===== config.mk =====
export PLATFORM = sky130hd
export DESIGN_NAME = bap_divider
export DESIGN_NICKNAME = d
export VERILOG_FILES = /design/src/rtl/assert_macros.svh /design/src/rtl/bap_pkg.sv /design/src/rtl/bap_divider.sv
export SDC_FILE = /design/constraint.sdc
export NUM_CORES = 1
export LEC_CHECK = 0
export ABC_AREA = 1
export CAP_MARGIN = 30
export CORE_UTILIZATION = 50
export DETAILED_ROUTE_END_ITERATION = 6
export DONT_BUFFER_PORTS = 1
export GPL_TIMING_DRIVEN = 0
export PLACE_DENSITY = 0.69
export SYNTH_ARGS = -nofsm -noshare
export SYNTH_HDL_FRONTEND = slang
export SYNTH_SLANG_ARGS = --single-unit

===== constraint.sdc =====
create_clock -name clk -period 7.53 [get_ports clk]
set_clock_uncertainty 0.2 [all_clocks]
set_input_delay 1.506 -clock clk [delete_from_list [all_inputs] [get_ports clk]]
set_output_delay 1.506 -clock clk [all_outputs]
set_load 0.03 [all_outputs]

===== src/rtl/assert_macros.svh =====
// Assertion macros shared by the pixelation block's RTL.
`ifndef ASSERT_MACROS_SVH
`define ASSERT_MACROS_SVH

// Check that an expression holds at every clock edge out of reset.
`define BAP_ASSERT_ALWAYS(lbl, expr, msg) \
	lbl: assert property (@(posedge clk) disable iff (!arst_n) (expr)) else $error(msg);

// Check that a trigger is followed in the next cycle by a consequence.
`define BAP_ASSERT_NEXT(lbl, trig, cons, msg) \
	lbl: assert property (@(posedge clk) disable iff (!arst_n) (trig) |=> (cons)) else $error(msg);

`endif


===== src/rtl/bap_pkg.sv =====
// Shared constants, types and codes of the block-average pixelation block.
`default_nettype none

package bap_pkg;

	localparam int BAP_BLOCK_SIZE = 8;
	localparam int BAP_MAX_WIDTH  = 4096;
	localparam int BAP_MAX_HEIGHT = 4096;
	localparam int DIM_RESET      = 4096;

	localparam int CFG_IDX_W  = 8;
	localparam int CFG_DATA_W = 13;
	localparam int PIX_W      = 8;
	localparam int TILE_IDX_W = 9;
	localparam int AVG_W      = 8;
	localparam int COUNT_W    = 9;
	localparam int JOB_SUM_W  = 16;
	localparam int DVS_W      = COUNT_W + AVG_W - 1;
	localparam int NUM_CH     = 3;

	localparam int QUEUE_DEPTH = 4;
	localparam int QPTR_W      = 2;
	localparam int QLVL_W      = 3;

	localparam logic [CFG_IDX_W-1:0] REG_IMAGE_WIDTH  = CFG_IDX_W'(0);
	localparam logic [CFG_IDX_W-1:0] REG_IMAGE_HEIGHT = CFG_IDX_W'(1);

	typedef struct packed {
		logic                  we;
		logic [CFG_IDX_W-1:0]  index;
		logic [CFG_DATA_W-1:0] data;
	} bap_cfg_wr_t;

	typedef struct packed {
		logic [TILE_IDX_W-1:0]             tile_col;
		logic [TILE_IDX_W-1:0]             tile_row;
		logic [NUM_CH-1:0][JOB_SUM_W-1:0]  sum;
		logic [COUNT_W-1:0]                count;
		logic                              frame_done;
	} bap_job_t;

	typedef enum logic [1:0] {
		DIV_IDLE,
		DIV_RUN,
		DIV_DONE
	} bap_div_state_t;

endpackage

`default_nettype wire


===== src/rtl/bap_divider.sv =====
// Back end: three-lane restoring divider, two quotient bits per cycle, and result word.
`default_nettype none

module bap_divider import bap_pkg::*; (
	input  wire logic                   clk,
	input  wire logic                   arst_n,
	input  wire logic                   job_valid,
	output logic                        job_ready,
	input  wire bap_job_t               job,
	output logic                        out_valid,
	input  wire logic                   out_ready,
	output logic [TILE_IDX_W-1:0]       tile_col,
	output logic [TILE_IDX_W-1:0]       tile_row,
	output logic [AVG_W-1:0]            avg_red,
	output logic [AVG_W-1:0]            avg_grn,
	output logic [AVG_W-1:0]            avg_blu,
	output logic                        frame_done
);

	localparam int STEPS  = AVG_W / 2;
	localparam int STEP_W = $clog2(STEPS);

	bap_div_state_t state_q;
	bap_div_state_t state_d;

	logic [STEP_W-1:0]                step_q;
	logic [DVS_W-1:0]                 dvs_q;
	logic [NUM_CH-1:0][DVS_W-1:0]     rem_q;
	logic [NUM_CH-1:0][AVG_W-1:0]     quo_q;
	logic [TILE_IDX_W-1:0]            col_q;
	logic [TILE_IDX_W-1:0]            row_q;
	logic                             fd_q;

	logic                             load;
	logic                             run;
	logic [DVS_W-1:0]                 dvs_half;
	logic [NUM_CH-1:0][DVS_W-1:0]     rem_a;
	logic [NUM_CH-1:0][DVS_W-1:0]     rem_b;
	logic [NUM_CH-1:0][1:0]           qbits;

	always_comb begin
		state_d = state_q;
		case (state_q)
			DIV_IDLE: begin
				if (load) begin
					state_d = DIV_RUN;
				end
			end
			DIV_RUN: begin
				if (step_q == STEP_W'(STEPS - 1)) begin
					state_d = DIV_DONE;
				end
			end
			DIV_DONE: begin
				if (load) begin
					state_d = DIV_RUN;
				end else if (out_ready) begin
					state_d = DIV_IDLE;
				end
			end
			default: begin
				state_d = DIV_IDLE;
			end
		endcase
	end

	always_comb begin
		job_ready = 1'b0;
		out_valid = 1'b0;
		run       = 1'b0;
		case (state_q)
			DIV_IDLE: begin
				job_ready = 1'b1;
			end
			DIV_RUN: begin
				run = 1'b1;
			end
			DIV_DONE: begin
				out_valid = 1'b1;
				job_ready = out_ready;
			end
			default: begin
				job_ready = 1'b0;
			end
		endcase
	end

	assign load     = job_ready && job_valid;
	assign dvs_half = dvs_q >> 1;

	// Two dependent compare-subtract steps per lane.
	always_comb begin
		for (int c = 0; c < NUM_CH; c++) begin
			qbits[c][1] = rem_q[c] >= dvs_q;
			rem_a[c]    = qbits[c][1] ? rem_q[c] - dvs_q : rem_q[c];
			qbits[c][0] = rem_a[c] >= dvs_half;
			rem_b[c]    = qbits[c][0] ? rem_a[c] - dvs_half : rem_a[c];
		end
	end

	always_ff @(posedge clk or negedge arst_n) begin
		if (!arst_n) begin
			state_q <= DIV_IDLE;
			step_q  <= '0;
		end else begin
			state_q <= state_d;
			if (load) begin
				step_q <= '0;
			end else if (run) begin
				step_q <= step_q + STEP_W'(1);
			end
		end
	end

	always_ff @(posedge clk) begin
		if (load) begin
			dvs_q <= DVS_W'(job.count) << (AVG_W - 1);
			col_q <= job.tile_col;
			row_q <= job.tile_row;
			fd_q  <= job.frame_done;
			for (int c = 0; c < NUM_CH; c++) begin
				rem_q[c] <= DVS_W'(job.sum[c]);
				quo_q[c] <= '0;
			end
		end else if (run) begin
			dvs_q <= dvs_q >> 2;
			for (int c = 0; c < NUM_CH; c++) begin
				rem_q[c] <= rem_b[c];
				quo_q[c] <= {quo_q[c][AVG_W-3:0], qbits[c]};
			end
		end
	end

	assign tile_col   = col_q;
	assign tile_row   = row_q;
	assign avg_red    = quo_q[0];
	assign avg_grn    = quo_q[1];
	assign avg_blu    = quo_q[2];
	assign frame_done = fd_q;

endmodule

`default_nettype wire


* Word level (Yosys, flattened, before mapping) *
Cells that the tools add are included.

storage, ports and cells
  flip-flop bits (word level) = 111
  output and inout port bits = 45
  word-level logic and storage cells = 56

cells by class
  add/subtract/negate cells = 7
  $lt $le $gt $ge = 6
  equal/unequal tests = 6
  muxes and demuxes = 20
  reduce and logical (&&, ||, !) cells = 4

operators with widths
  operator                                              count
  2-to-1 mux 16 bit                                     8
  2-to-1 mux 48 bit                                     2
  >= comparator 16 x 15 -> 1 bit                        3
  >= comparator 16 bit                                  3
  subtractor 16 x 15 -> 16 bit                          3
  subtractor 16 bit                                     3
  2-to-1 mux 2 bit                                      6
  case mux 2 bit (3 select lines)                       1
  equality test 2 bit (second input constant)           2
  != test 2 bit (second input constant)                 2
  != test 3 bit (second input constant)                 1
  AND reduction 3 bit                                   1
  adder 2 x 1 -> 2 bit (second input constant)          1
  equality test 2 x 1 -> 1 bit (second input constant)  1
  zero test 2 bit                                       1
  2-to-1 mux 1 bit                                      2
  case mux 1 bit (2 select lines)                       1
  nonzero test 2 bit                                    1
  logical AND 1 bit                                     1

* Logic depth before layout (Yosys ltp) *
  depth in word-level cells = 6
  depth in mapped cells = 30
  mapped depth without buffers = 28

* Worst setup path after synthesis *
Ideal clock, no wire load.

  path kind = input -> register
  start = input out_ready
  end = register step_q[1]
  setup time = 120 ps
  arrival = 4,661 ps
  path slack = 2,549 ps
  stages on the path = 8
  cell sequence = nor2_1 > nor2_1 > nand2_1 > nand2_1 > clkinv_1 > clkbuf_1 > a32oi_1 > inv_1

on the way
  word-level cells in the longest chain between the ends = 3

ends and longest elaborated chain
  element                                                 line                RTL
  from (decl)                                             bap_divider.sv:11   input wire logic out_ready,
  case mux 1 bit (2 select lines) *                       bap_divider.sv:71   case (state_q)
  named net job_ready                                     bap_divider.sv:8    output logic job_ready,
  logical AND 1 bit *                                     bap_divider.sv:88   assign load = job_ready && job_valid;
  2-to-1 mux 2 bit or nonzero test 2 bit (tied branches)  n/a
  to (signal assigned)                                    bap_divider.sv:110  step_q <= step_q + STEP_W'(1);
  to (decl)                                               bap_divider.sv:26   logic [STEP_W-1:0] step_q;

The timed path passes the listed nets; every way through them passes the cells marked *.
A chain may end at the register's enable or synchronous reset.

* Worst setup path after layout *
  start = register dvs_q[11]
  end = register rem_q[44] (netlist name) (data pin)

on the way
  word-level cells in the longest chain between the ends = 6

ends and longest elaborated chain
  element                                                                         line                                  RTL
  from (decl)                                                                     bap_divider.sv:27                     logic [DVS_W-1:0] dvs_q;
  from (signal assigned)                                                          bap_divider.sv:117                    dvs_q <= DVS_W'(job.count) << (AVG_W - 1);
  from (signal assigned)                                                          bap_divider.sv:126                    dvs_q <= dvs_q >> 2;
  subtractor 16 bit or >= comparator 16 bit (tied branches)                       bap_divider.sv:95, bap_divider.sv:94
  2-to-1 mux 16 bit                                                               bap_divider.sv:95                     rem_a[c] = qbits[c][1] ? rem_q[c] - dvs_q : rem_q[c];
  subtractor 16 x 15 -> 16 bit or >= comparator 16 x 15 -> 1 bit (tied branches)  bap_divider.sv:97, bap_divider.sv:96
  2-to-1 mux 16 bit *                                                             bap_divider.sv:97                     rem_b[c] = qbits[c][0] ? rem_a[c] - dvs_half : rem_a[c];
  2-to-1 mux 48 bit *                                                             bap_divider.sv:125                    end else if (run) begin
  2-to-1 mux 48 bit *                                                             bap_divider.sv:116                    if (load) begin
  to (signal, indexed assignment)                                                 bap_divider.sv:122                    rem_q[c] <= DVS_W'(job.sum[c]);
  to (signal, indexed assignment)                                                 bap_divider.sv:128                    rem_q[c] <= rem_b[c];
  to (decl)                                                                       bap_divider.sv:28                     logic [NUM_CH-1:0][DVS_W-1:0] rem_q;

Mark *: on every way between the ends. The rest lies on a longest branch, timed or not. The select of a mux whose other input is x is not followed.

==> flow_metrics.env <==
export IMPL_run_status="completed"
export IMPL_globalRoute_totalOverflow=0
export IMPL_synth_adder_area_share_pct=12.2
export IMPL_clk_insertion_delay_late_ns=0.37
export IMPL_mean_post_synth_cell_area_um2=6.67
export IMPL_timing_critical_path_fanout_max=10
export IMPL_clk_transition_reported_paths_ns=0.09
export IMPL_die_height_um=148
export IMPL_critical_path_max_stage_delay_ns=0.49
export IMPL_worst_path_required_ns=7.46
export IMPL_ys_ff_latch=111
export IMPL_cp_buffers_inverters=6
export IMPL_ratio_of_cells_with_drive_above_1_in_the_final_layout_pct=4.64
export IMPL_timing_limited_maximum_frequency_mhz=201
export IMPL_die_area_um2=21900
export IMPL_most_instantiated_flip_flop_cell_in_the_synthesis_netlist="edfxtp_1"
export IMPL_synth_yosys_seq_area_share_pct=28.2
export IMPL_end_kind="register"
export IMPL_cp_data_arrival_time_ns=4.90
export IMPL_detailed_route_vias_per_instance=5.37
export IMPL_cts_root_buf="clkbuf_16"
export IMPL_final_min_clock_period_ns=4.97
export IMPL_category_of_the_worst_setup_path_launch_point="register"
export IMPL_critical_path_cell_chain="inv_1 > ha_1 > a21oi_1 > o21ai_1 > a21oi_1 > nand3_2 > buf_6 > buf_4 > o21a_1 > inv_1 > ha_1 > inv_1 > fa_1 > nand3_1 > nand2_1 > nand2_1 > nand3_1 > nand2_1 > nand2_1 > a21oi_2 > nand3_4 > buf_6 > nand3_1 > nand3_1"
export IMPL_place_port_buffers=0
export IMPL_post_cts_resized=0
export IMPL_utilization_pct=54.1
export IMPL_multi_input_area_um2=6530
export IMPL_detail_route_iter0_violations=750
export IMPL_pin_count=125
export IMPL_cts_tree="built"
export IMPL_num_vias=10200
export IMPL_synth_top_family_by_area="simple AND/OR/NAND/NOR gates"
export IMPL_synth_mux_area_share_pct=0
export IMPL_floorplan_initialDensity_pct=50.9
export IMPL_n_antenna_cell=0
export IMPL_synth_simple_gate_area_share_pct=34.1
export IMPL_drv_cap=0
export IMPL_clock_path_buffers=2
export IMPL_yosys_cell_types_count=52
export IMPL_fp_row_count=53
export IMPL_post_synthesis_share_of_cell_area_spent_on_xor_and_xnor_gates_pct=4.27
export IMPL_num_nets_final=1792
export IMPL_final_period_utilization_pct=66.0
export IMPL_syn_nets=1780
export IMPL_yosysWarningCount=0
export IMPL_setup_repair_after_global_routing_missed_its_margin="no"
export IMPL_worst_pin_slew_ns=0.927
export IMPL_cts_made_buffers=9
export IMPL_post_cts_hold_fix_bufs=0
export IMPL_flip_flop_and_latch_area_um2=3000
export IMPL_cts_sink_count=111
export IMPL_avgRoutedWirePerCell_um=16.1
export IMPL_detail_route_antenna_nets=0
export IMPL_wirelength_um=30400
export IMPL_grt_start_max_net_pins=66
export IMPL_filler_cell_count=2134
export IMPL_pre_repair_dr_iteration_count=6
export IMPL_grt_pass1_vias=9319
export IMPL_drt_drc_violations_left=0
export IMPL_grt_pass1_wl_um=47700
export IMPL_setup_worst_path_class="reg2reg"
export IMPL_async_reset_ff_share_pct=3.60
export IMPL_grt_usage_pct=27.9
export IMPL_dp_hpwl_um=23900
export IMPL_gpl_final_weighted_congestion=0.912
export IMPL_synth_compound_gate_area_share_pct=10.7
export IMPL_hold_path_class="reg2reg"
export IMPL_synthToLayoutAreaGrowth_pct=6.36
export IMPL_synthesis_instances=1600
export IMPL_setup_viol=0
export IMPL_final_hold_violation_count=0
export IMPL_cts_htree_levels=3
export IMPL_synth_edff_count=76
export IMPL_die_w_um=148
export IMPL_critical_path_top_delay_family="buffers and inverters"
export IMPL_cp_slowest_cell="inv_1"
export IMPL_synth_area_um2=10700
export IMPL_totalNegativeSetupSlack_ns=0
export IMPL_core_area_um2=21000
export IMPL_relSlewSlack_pct=38.2
export IMPL_drv_slew=0
export IMPL_post_cts_setup_buffers=0
export IMPL_grt_antenna_before_repair=0
==> path summary, 6_finish.rpt <==
kind	endpoint	depth (start not counted)	start	slack, ns
worst max register to register	rem_q[44]	24	dvs_q[11]	2.56
min in group asynchronous	step_q[1]	0	arst_n	0.62
worst min register to register	dvs_q[3]	2	dvs_q[3]	0.26
worst max-delay path	rem_q[44]	24	dvs_q[11]	2.56
max in group asynchronous	step_q[0]	0	arst_n	6.44
worst min-delay path	dvs_q[3]	2	dvs_q[3]	0.26
==> area by class of cell <==
type | instances | area share (%)
multi-input cells | 1203 | 57.5
flip-flops and latches | 111 | 26.5
inverters | 249 | 8.24
well taps | 275 | 3.03
clock buffers | 9 | 1.99
plain buffers | 37 | 1.83
clock inverters | 7 | 0.761
repair buffers | 1 | 0.132
==> per-stage QoR <==
step / cells / setup slack, ns / instance area (um2) / hold slack (ns)
global placement: 1875 / 1.08 / 11000 / 0.235
CTS: 1892 / 2.60 / 11300 / 0.268
detailed placement: 1876 / 2.62 / 11000 / 0.242
floorplan: 1600 / 2.55 / 10700 / 0.225
global route: 1892 / 2.16 / 11300 / 0.288
finish: 1892 / 2.56 / 11300 / 0.264
==> sequential cells by signal (all words and copies together) (netlist names) <==
register	count
step_q	2
state_q	2
avg_grn	8
avg_red	8
tile_col	9
rem_q	48
frame_done	1
dvs_q	16
tile_row	9
avg_blu	8
==> cells in the final DEF, fill, tap and decap left out, types with 13 or more instances in the layout <==
cell,count
clkbuf_1,18
dfxtp_1,31
nand4_1,28
o21ai_0,61
inv_1,241
nand2_1,556
xnor2_1,37
a32oi_1,13
a21oi_1,90
ha_1,94
nand3b_1,13
xor2_1,15
nor2_1,77
nand3_1,128
edfxtp_1,76
==> synth_stat cells (all sizes together) (2+ instances only) <==
master,number,share of area (%)
nand3b,13,0.91
o21ai,69,3.3
dfrtp,4,0.94
nand2,561,20
clkbuf,18,0.63
ha,94,11
xor2,15,1.2
nor3b,2,0.14
o21bai,6,0.42
a32oi,13,1.1
nand3,132,6.5
or2,12,0.73
nand4,29,1.8
a21oi,96,4.8
a21boi,2,0.14
buf,19,1.3
nor3,13,0.66
inv,246,8.7
and2,6,0.35
xnor2,37,3.0
clkinv,3,0.11
fa,6,1.1
dfxtp,31,5.8
o21a,4,0.28
edfxtp,76,21
nor2,81,3.0
o22ai,4,0.23
==> worst reg2reg max path: cells and delay by family, from the launching register on <==
family / cells / cell delay (ns)
AOI/OAI and AO/OA: 5 / 0.98
buffers and inverters: 6 / 1.16
DFF: 1 / 0.36
adders and majority gates: 3 / 0.97
and+or+nand+nor: 10 / 1.07
==> metal layers <==
metal,part of all wire [%],vias up,GRT usage [%]
li1,-,5220,-
met1,47,4630,39.4
met2,45,280,45.4
met3,6.2,31,3.37
met4,1.6,0,6.44
met5,0,-,0
==> logic make-up after synthesis <==
logic type	after synthesis
adder cells (fa/ha/maj)	100
AND/OR/NAND/NOR	851
XOR/XNOR	52
AO/OA/AOI/OAI	200
buffers and inverters	286
flip-flops	111
Power is left out: the tool's default activity adds up to more than one toggle a clock period on the data nets, which glitch-free logic cannot reach.
