<file path="src/rtl/assert_macros.svh">
// Assertion macros shared by the pixelation block's RTL.
`ifndef ASSERT_MACROS_SVH
`define ASSERT_MACROS_SVH

// Check that an expression holds at every clock edge out of reset.
`define BAP_ASSERT_ALWAYS(lbl, expr, msg) \
	lbl: assert property (@(posedge clk) disable iff (!arst_n) (expr)) else $error(msg);

// Check that a trigger is followed in the next cycle by a consequence.
`define BAP_ASSERT_NEXT(lbl, trig, cons, msg) \
	lbl: assert property (@(posedge clk) disable iff (!arst_n) (trig) |=> (cons)) else $error(msg);

`endif

</file>
<file path="src/rtl/bap_pkg.sv">
// Shared constants, types and codes of the block-average pixelation block.
`default_nettype none

package bap_pkg;

	localparam int BAP_BLOCK_SIZE = 8;
	localparam int BAP_MAX_WIDTH  = 4096;
	localparam int BAP_MAX_HEIGHT = 4096;
	localparam int DIM_RESET      = 4096;

	localparam int CFG_IDX_W  = 8;
	localparam int CFG_DATA_W = 13;
	localparam int PIX_W      = 8;
	localparam int TILE_IDX_W = 9;
	localparam int AVG_W      = 8;
	localparam int COUNT_W    = 9;
	localparam int JOB_SUM_W  = 16;
	localparam int DVS_W      = COUNT_W + AVG_W - 1;
	localparam int NUM_CH     = 3;

	localparam int QUEUE_DEPTH = 4;
	localparam int QPTR_W      = 2;
	localparam int QLVL_W      = 3;

	localparam logic [CFG_IDX_W-1:0] REG_IMAGE_WIDTH  = CFG_IDX_W'(0);
	localparam logic [CFG_IDX_W-1:0] REG_IMAGE_HEIGHT = CFG_IDX_W'(1);

	typedef struct packed {
		logic                  we;
		logic [CFG_IDX_W-1:0]  index;
		logic [CFG_DATA_W-1:0] data;
	} bap_cfg_wr_t;

	typedef struct packed {
		logic [TILE_IDX_W-1:0]             tile_col;
		logic [TILE_IDX_W-1:0]             tile_row;
		logic [NUM_CH-1:0][JOB_SUM_W-1:0]  sum;
		logic [COUNT_W-1:0]                count;
		logic                              frame_done;
	} bap_job_t;

	typedef enum logic [1:0] {
		DIV_IDLE,
		DIV_RUN,
		DIV_DONE
	} bap_div_state_t;

endpackage

`default_nettype wire

</file>
<file path="src/rtl/bap_fifo.sv">
// Short queue of completed-tile jobs between the front end and the divider.
`default_nettype none

module bap_fifo import bap_pkg::*; (
	input  wire logic         clk,
	input  wire logic         arst_n,
	input  wire logic         push_valid,
	output logic              push_ready,
	input  wire bap_job_t     push_job,
	output logic              pop_valid,
	input  wire logic         pop_ready,
	output bap_job_t          pop_job,
	output logic [QLVL_W-1:0] level
);

	bap_job_t            slot_q [QUEUE_DEPTH];
	logic [QPTR_W-1:0]   wptr_q;
	logic [QPTR_W-1:0]   rptr_q;
	logic [QLVL_W-1:0]   level_q;
	logic                do_push;
	logic                do_pop;

	assign push_ready = level_q != QLVL_W'(QUEUE_DEPTH);
	assign pop_valid  = level_q != '0;
	assign pop_job    = slot_q[rptr_q];
	assign level      = level_q;
	assign do_push    = push_valid && push_ready;
	assign do_pop     = pop_valid && pop_ready;

	always_ff @(posedge clk or negedge arst_n) begin
		if (!arst_n) begin
			wptr_q  <= '0;
			rptr_q  <= '0;
			level_q <= '0;
		end else begin
			if (do_push) begin
				wptr_q <= wptr_q + QPTR_W'(1);
			end
			if (do_pop) begin
				rptr_q <= rptr_q + QPTR_W'(1);
			end
			if (do_push && !do_pop) begin
				level_q <= level_q + QLVL_W'(1);
			end else if (do_pop && !do_push) begin
				level_q <= level_q - QLVL_W'(1);
			end
		end
	end

	always_ff @(posedge clk) begin
		if (do_push) begin
			slot_q[wptr_q] <= push_job;
		end
	end

endmodule

`default_nettype wire

</file>
<file path="config.mk">
export PLATFORM = sky130hd
export DESIGN_NAME = bap_fifo
export DESIGN_NICKNAME = d
export VERILOG_FILES = /design/src/rtl/assert_macros.svh /design/src/rtl/bap_pkg.sv /design/src/rtl/bap_fifo.sv
export SDC_FILE = /design/constraint.sdc
export NUM_CORES = 1
export LEC_CHECK = 0
export ABC_AREA = 1
export ABC_CLOCK_PERIOD_IN_PS = 11500
export BUFFER_PORTS_ARGS = -buffer_cell sky130_fd_sc_hd__buf_2
export CORE_ASPECT_RATIO = 1.2
export CORE_MARGIN = 3
export CORE_UTILIZATION = 49
export DETAILED_ROUTE_END_ITERATION = 6
export GPL_TIMING_DRIVEN = 1
export HOLD_SLACK_MARGIN = 0.12
export PLACE_DENSITY = 0.79
export SYNTH_ARGS = -nofsm -noshare
export SYNTH_HDL_FRONTEND = slang
export SYNTH_SLANG_ARGS = --single-unit
</file>
<file path="constraint.sdc">
create_clock -name clk -period 11.5 [get_ports clk]
set_input_delay 0 -clock clk [delete_from_list [all_inputs] [get_ports clk]]
set_output_delay 0 -clock clk [all_outputs]
set_load 0.01 [all_outputs]
</file>
-- After elaboration in Yosys (flattened, before gate mapping)
Memories as Yosys holds them, arrays and structs flattened.
Cells that the tools add are included.
- add/subtract/negate cells: 4
- multiply operators: 0
- div/mod/pow operators: 0
- magnitude comparators: 0
- eq/ne operators: 1
- shifts and indexed selects: 0
- mux-type cells: 4
- bitwise logic cells: 0
- reduce and logical (&&, ||, !) cells: 8
- operators by type and width (cell ; number):
    $mux W3 ; 2
    $add A2 B1 Y2 const B ; 2
    $logic_and A1 B1 Y1 ; 4
    $add A3 B1 Y3 const B ; 1
    $ne A3 B3 Y1 const B ; 1
    $reduce_bool A3 Y1 ; 1
    $sub A3 B1 Y3 const B ; 1
    $logic_not A1 Y1 ; 2
    $mux W1 ; 2
    $reduce_bool A2 Y1 ; 1
- register bits after elaboration: 7
- latch bits: 0
- bits in writable memories: 304
- ROM bits: 0
- output and inout port bits: 81
- logic and storage cells: 21
- memories kept: 1
- memories (name ; words ; bits a word ; read ports ; clocked after Yosys merged registers in ; wr ports ; RTL line ; text):
    slot_q ; 4 ; 76 ; 1 ; 0 ; 1 ; bap_fifo.sv:16 ; bap_job_t slot_q [QUEUE_DEPTH];

-- Logic depth before layout (Yosys ltp)
Gate-level depths: netlist of run 1.
- depth in word-level cells: 6
- depth in mapped cells: 12

-- Least setup slack after synthesis of run 1
OpenSTA, ideal clock, no wires.
- path kind: register to register
- start: register level_q[0], in the netlist level[0]
- end: memory slot_q[0][0] (netlist name) (enable)
- setup time: 511 ps
- arrival time: 4059 ps
- required time: 10989 ps
- path slack: 6930 ps
- stages on the path, launching flop included: 5
- cells stage by stage: dfrtp_1 inv_2 nand3_1 nand2_1 nor2_1
- word-level cells in the longest chain between the ends: 4
- ends and longest elaborated chain (item ; RTL line ; text):
    from (decl) ; bap_fifo.sv:19 ; logic [QLVL_W-1:0] level_q;
    from (signal assigned) ; bap_fifo.sv:43 ; level_q <= level_q + QLVL_W'(1);
    from (signal assigned) ; bap_fifo.sv:45 ; level_q <= level_q - QLVL_W'(1);
    $ne A3 B3 Y1 ; bap_fifo.sv:23 ; assign push_ready = level_q != QLVL_W'(QUEUE_DEPTH);
    named net push_ready ; bap_fifo.sv:8 ; output logic push_ready,
    $logic_and A1 B1 Y1 ; bap_fifo.sv:27 ; assign do_push = push_valid && push_ready;
    $mux W1 ; bap_fifo.sv:51 ; if (do_push) begin
    $mux W1 (not written as such) ; bap_fifo.sv:52 ; slot_q[wptr_q] <= push_job;
    to (decl) ; bap_fifo.sv:16 ;
The timed path passes the listed nets, and every way through them passes these cells.

==> impl_metrics.ini, run 1 <==
[place]
dpl.hpwl_mm = 14.7
place_congestion = 0.720
dp_slack_ns = 8.77
place_inst = 1388
portBuffers = 160

[clock_tree]
cts_root_buf = clkbuf_16
numCtsBuffers = 30
postCtsSetupBuffers = 0
cts_resized = 0
cts_buffer_depth = 3
tritoncts = built
htree_levels = 1
clock-sinks = 311
hold_buffers = 80
path_clk_slew_ns = 0.06
clk-insertion-delay-late_ns = 0.55

[setup_path]
crit_top_cell = nand2_1
cpPeakStageDelay_ns = 1.09
r2r_end = slot_q[3][63]
worst-endpoint-arrival_ns = 3.33
worstSetupStartpoint = rptr_q[0]
cp_slowest_cell = buf_4
cp_cell_sequence = inv_8 > buf_4 > nand2_1 > o211ai_1 > nand2_1 > buf_2
start_kind = flip-flop
crit_type = flip-flop to primary output
worst_r2r_path_depth = 5
worstPathMaxFanout = 167
required_ns = 11.50
r2r_slack_ns = 8.87
r2r_start = level[0]
cp-end-kind = primary output

[power_and_ir_drop]
power.leakage_nw = 6.19
powerDensity_nw_per_um2 = 250
peakVddDrop_v = 0.000170

[die]
dieHeight_um = 180
start_util_pct = 50.1
num_io_pins = 161
coreArea_um2 = 24800
dieArea_um2 = 27300
die_w_um = 151
rows = 63

[global_route]
grt_pass1_wl_mm = 40.4
grt_pass1_vias = 7873
overflow = 0
grt_start_max_net_pins = 168
track_usage_pct = 18.7
antenna_found_initial = 1

[finish]
fillers = 1842
fin_cells = 1523
multi_input_area_um2 = 2240
ff_latch_area_um2 = 9310
final_common_cell = edfxtp_1
area_growth_pct = 22.8
final_cell_mix = 304 x edfxtp_1, 245 x nand2_1, 165 x inv_1, 160 x buf_2, 152 x o211ai_1
nets = 1261
diodes = 0
drive_above_1_share_pct = 18.1

[synth]
synth_area_um2 = 12400
synthMuxAreaShare_pct = 0
synthAdderAreaFrac_pct = 0.664
synthSimpleGateAreaFrac_pct = 7.85
synth_compound_area_share_pct = 9.22
ys_types = 18
yosysSeqAreaShare_pct = 74.8
netlist_instances = 946
synth.yosys.warnings = 0
syn-num-nets = 1032
synth_xor_area_share_pct = 0.0705
ys_seq_elements = 311
synth.avg_cell_area_um2 = 13.1
synth_top_family_by_area = compound AO/OA/AOI/OAI gates

[detailed_routing]
via_per_inst = 5.09
vias = 7751
first_pass_iters = 4
drc = 0
wl_per_cell_um = 16.9
drtAntennaViolNets = 0
wl_mm = 25.7
dr.first_iter.drc_count = 393

[timing]
worstMarginPinSlew_ns = 1.28
min_period_ns = 3.33
fin_tns_setup_ns = 0
fmax_mhz = 300
finalSetupViolCount = 0
setup_ws_ns = 8.17
slew_viol_final = 0
fin_crit_sh_pct = 29.0
whs_ns = 0.197
max_slew_margin_pct = 14.5
hold_viol_final = 0
rsz0062_at_grt = false
fin_skew_ns = 0.0120

[hold_path]
hold_depth = 2
worstHoldEndpoint = slot_q[0][51]
worstHoldStart = push_job[51]
hp-class = primary input to flip-flop

[status]
status = complete, no violations

[job]
cap_violations = 0
## layer usage
layer,GRT usage [%],wire [um]
met1,22.2,9800
met4,6.24,731
met3,2.77,1190
met5,0,7
met2,34.2,14000
## synthesized netlist by cell type
| library cell | count | area share (%) |
|---|---|---|
| dfrtp_1 | 7 | 1.4 |
| clkbuf_1 | 4 | 0.12 |
| fa_1 | 1 | 0.16 |
| nand4_1 | 1 | 0.050 |
| nand2_1 | 245 | 7.4 |
| ha_1 | 5 | 0.50 |
| o211ai_1 | 152 | 9.2 |
| nor2_1 | 4 | 0.12 |
| buf_4 | 8 | 0.48 |
| inv_2 | 3 | 0.091 |
| buf_6 | 4 | 0.36 |
| inv_1 | 165 | 5.0 |
| buf_2 | 29 | 1.2 |
| nand3_1 | 7 | 0.28 |
| o21ai_0 | 1 | 0.040 |
| buf_1 | 5 | 0.15 |
| xnor2_1 | 1 | 0.070 |
| edfxtp_1 | 304 | 73 |
## layout make-up
class	instances	share of cell area, %
multi-input combinational	417	14.7
sequential	311	61.0
tap	325	2.66
clock buffer	34	5.16
inverter	168	4.18
timing repair buffer	247	10.8
clock inverter	21	1.47
## sequential cells by signal, summed over array words and instances, names as in the netlist
register / cells
level: 3
rptr_q: 2
slot_q: 304
wptr_q: 2
## where the power goes
| group | leakage (nW) | internal, W | switching [W] |
|---|---|---|---|
| Clock | 0.498 | 0.000600 | 0.000396 |
| Combinational | 2.83 | 0.000403 | 0.000840 |
| Sequential | 2.87 | 0.00150 | 0.0000748 |
## through the flow
stage                     instance area, um2  utilization (%)  total power, W
after floorplan                        12400                -         0.00241
after global placement                 13400             54.2         0.00279
after detailed placement               13400             54.2         0.00283
after CTS                              15300             61.5         0.00385
after global routing                   15300             61.5         0.00403
final                                  15300             61.5         0.00381
## worst max-delay path by stage
stage / slack, ns / cells after the start / endpoint
after floorplan: 6.93 / 4 / slot_q[0][0]
after global placement: 8.80 / 6 / pop_job[36]
after detailed placement: 8.77 / 6 / pop_job[36]
after CTS: 8.13 / 6 / pop_job[38]
after global routing: 7.83 / 6 / pop_job[36]
final: 8.17 / 6 / pop_job[36]
## worst max-delay path: cells and delay by family, from the launching register on
kind                   cells  cell delay [ns]
AOI/OAI and AO/OA          1             0.17
DFF                        1             0.45
buffers and inverters      3             1.83
and+or+nand+nor            2             0.27
## cell families (layout without fill, tap and decap cells)
| logic type | after synthesis | after routing |
|---|---|---|
| AO/OA/AOI/OAI | 153 | 153 |
| buffers and inverters | 218 | 470 |
| flip-flops | 311 | 311 |
| AND/OR/NAND/NOR | 257 | 257 |
| adder cells (fa/ha/maj) | 6 | 6 |
| XOR/XNOR | 1 | 1 |
(Power assumes the default switching activity.)
==> run 2, diff against run 1 <==
--- a/config.mk
+++ b/config.mk
@@ -6,7 +6,7 @@
 export NUM_CORES = 1
 export LEC_CHECK = 0
 export ABC_AREA = 1
-export ABC_CLOCK_PERIOD_IN_PS = 11500
+export ABC_CLOCK_PERIOD_IN_PS = 3350
 export BUFFER_PORTS_ARGS = -buffer_cell sky130_fd_sc_hd__buf_2
 export CORE_ASPECT_RATIO = 1.2
 export CORE_MARGIN = 3
==> constraint.sdc (replaced) <==
create_clock -name clk -period 3.35 [get_ports clk]
set_input_delay 0 -clock clk [delete_from_list [all_inputs] [get_ports clk]]
set_output_delay 0 -clock clk [all_outputs]
set_load 0.01 [all_outputs]
==> run 2 against run 1 <==
Register-to-register slack lost 7.7 ns. Largest cell class unchanged. Clock skew increased by 0.0062 ns. Routed wire length down 2.5%. Power grew to 3.4 times the previous value. Sequential power rose to 3.4 times the previous value. Cell area about the same. Clock-buffer cell count grew 1. Critical path depth unchanged.
==> impl_metrics.ini, run 2 (same netlist as run 1, synthesis figures left out) <==
[place]
postPlaceCellArea_um2 = 13500
place_congestion = 0.788
dpl.hpwl_mm = 14.1
dp_slack_ns = 1.14
place_inst = 1394
portBuffers = 160

[clock_tree]
cts_buffer_depth = 3
clock-sinks = 311
path_clk_slew_ns = 0.06
tritoncts = built
numCtsBuffers = 30
htree_levels = 1
clk-insertion-delay-late_ns = 0.54
cts_root_buf = clkbuf_16
hold_buffers = 80
cts_resized = 0
postCtsSetupBuffers = 0

[setup_path]
r2r_start = level[0]
r2r_slack_ns = 1.14
worst_r2r_path_depth = 5
r2r_end = slot_q[3][4]
worstPathMaxFanout = 137
worst-endpoint-arrival_ns = 2.51
cp-end-kind = primary output
required_ns = 3.35
crit_type = flip-flop to primary output
start_kind = flip-flop

[job]
cap_violations = 0

[finish]
drive_above_1_share_pct = 18.8
final_common_cell = edfxtp_1
nets = 1267
largest-register = slot_q
area_growth_pct = 22.8
fin_cells = 1530
final_cell_mix = 304 x edfxtp_1, 245 x nand2_1, 165 x inv_1, 160 x buf_2, 152 x o211ai_1
final_cell_area_um2 = 15300
largest_register_ffs = 304

[hold_path]
hold_depth = 2
worstHoldStart = push_job[51]
hp-class = primary input to flip-flop
worstHoldEndpoint = slot_q[2][51]

[global_route]
grt_start_max_net_pins = 138
track_usage_pct = 18.3
grt_pass1_vias = 7806
overflow = 0
grt_pass1_wl_mm = 39.8
antenna_found_initial = 1

[power_and_ir_drop]
swShare_pct = 34.9
power.leakage_nw = 6.19
p_sw_w = 0.00447
powerDensity_nw_per_um2 = 839
pwr-share-clk_pct = 24.3
p_comb_share_pct = 34.3
seq_power_share_pct = 41.5
internal-power_w = 0.00833
peakVddDrop_v = 0.000475

[die]
coreArea_um2 = 24800
start_util_pct = 50.1
die_w_um = 151
dieHeight_um = 180
rows = 63
dieArea_um2 = 27300
num_io_pins = 161

[timing]
min_period_ns = 2.51
fin_tns_setup_ns = 0
finalSetupViolCount = 0
setup_ws_ns = 0.840
fmax_mhz = 398
slew_viol_final = 0
max_slew_margin_pct = 36.0
worstMarginPinSlew_ns = 0.960
hold_viol_final = 0
fin_skew_ns = 0.0182
whs_ns = 0.212
fin_crit_sh_pct = 74.9
rsz0062_at_grt = false

[detailed_routing]
wl_mm = 25.0
drc = 0
vias = 7701
dr.first_iter.drc_count = 396
wl_per_cell_um = 16.4
drtAntennaViolNets = 0
first_pass_iters = 5
via_per_inst = 5.03

[status]
status = complete, no violations
-- run 2: cell count changes in the layout (fill, tap and decap cells not counted) --
cell,previous run,this run
diode_2,0,1
clkinv_2,5,10
clkinv_1,10,6
clkbuf_1,3,4
buf_4,7,9
inv_8,2,1
clkinvlp_4,0,2
inv_6,0,1
buf_12,0,4
bufinv_16,5,1
-- run 2: through the flow --
stage / utilization, % / total power [W]
floorplan: - / 0.00826
global placement: 54.5 / 0.00962
detailed placement: 54.5 / 0.00975
CTS: 61.5 / 0.0129
global route: 61.5 / 0.0136
finish: 61.5 / 0.0128
-- run 2: area by class of cell --
class	instances	area, um2
sequential	311	9310
antenna	1	2.50
fill	1840	9570
timing repair buffer	253	1750
clock inverter	20	126
multi-input combinational	417	2240
tap	325	407
clock buffer	35	791
inverter	168	638
-- run 2: power by group through the flow --
stage          clock (W)  sequential (W)  combinational [W]
2_1_floorplan          0         0.00543            0.00283
3_3_place_gp           0         0.00536            0.00427
3_5_place_dp           0         0.00539            0.00436
4_1_cts          0.00318         0.00531            0.00446
5_1_grt          0.00334         0.00537            0.00489
6_report         0.00311         0.00531            0.00439
-- run 2: per-layer routing --
layer,GRT usage [%],part of all wire (%)
met1,21.2,37
met2,34.0,55
met3,2.67,4.7
met4,6.79,2.9
met5,0,0
-- run 2: critical path, cell delays in order (launching register included) --
cell	delay, ns
dfrtp_1	0.46
inv_8	0.49
buf_4	0.43
nand2_1	0.10
o211ai_1	0.13
nand2_1	0.11
buf_2	0.16
-- run 2: how the worst max path moves through the flow --
stage                         start            end  slack [ns]  cells past startpoint
after floorplan            level[0]   slot_q[0][0]       -1.22                      4
after global placement     level[0]  slot_q[3][66]        1.21                      5
after detailed placement   level[0]   slot_q[3][4]        1.14                      5
after CTS                 rptr_q[0]    pop_job[62]        0.87                      6
after global routing      rptr_q[0]     pop_job[4]        0.67                      6
final                     rptr_q[0]     pop_job[4]        0.84                      6
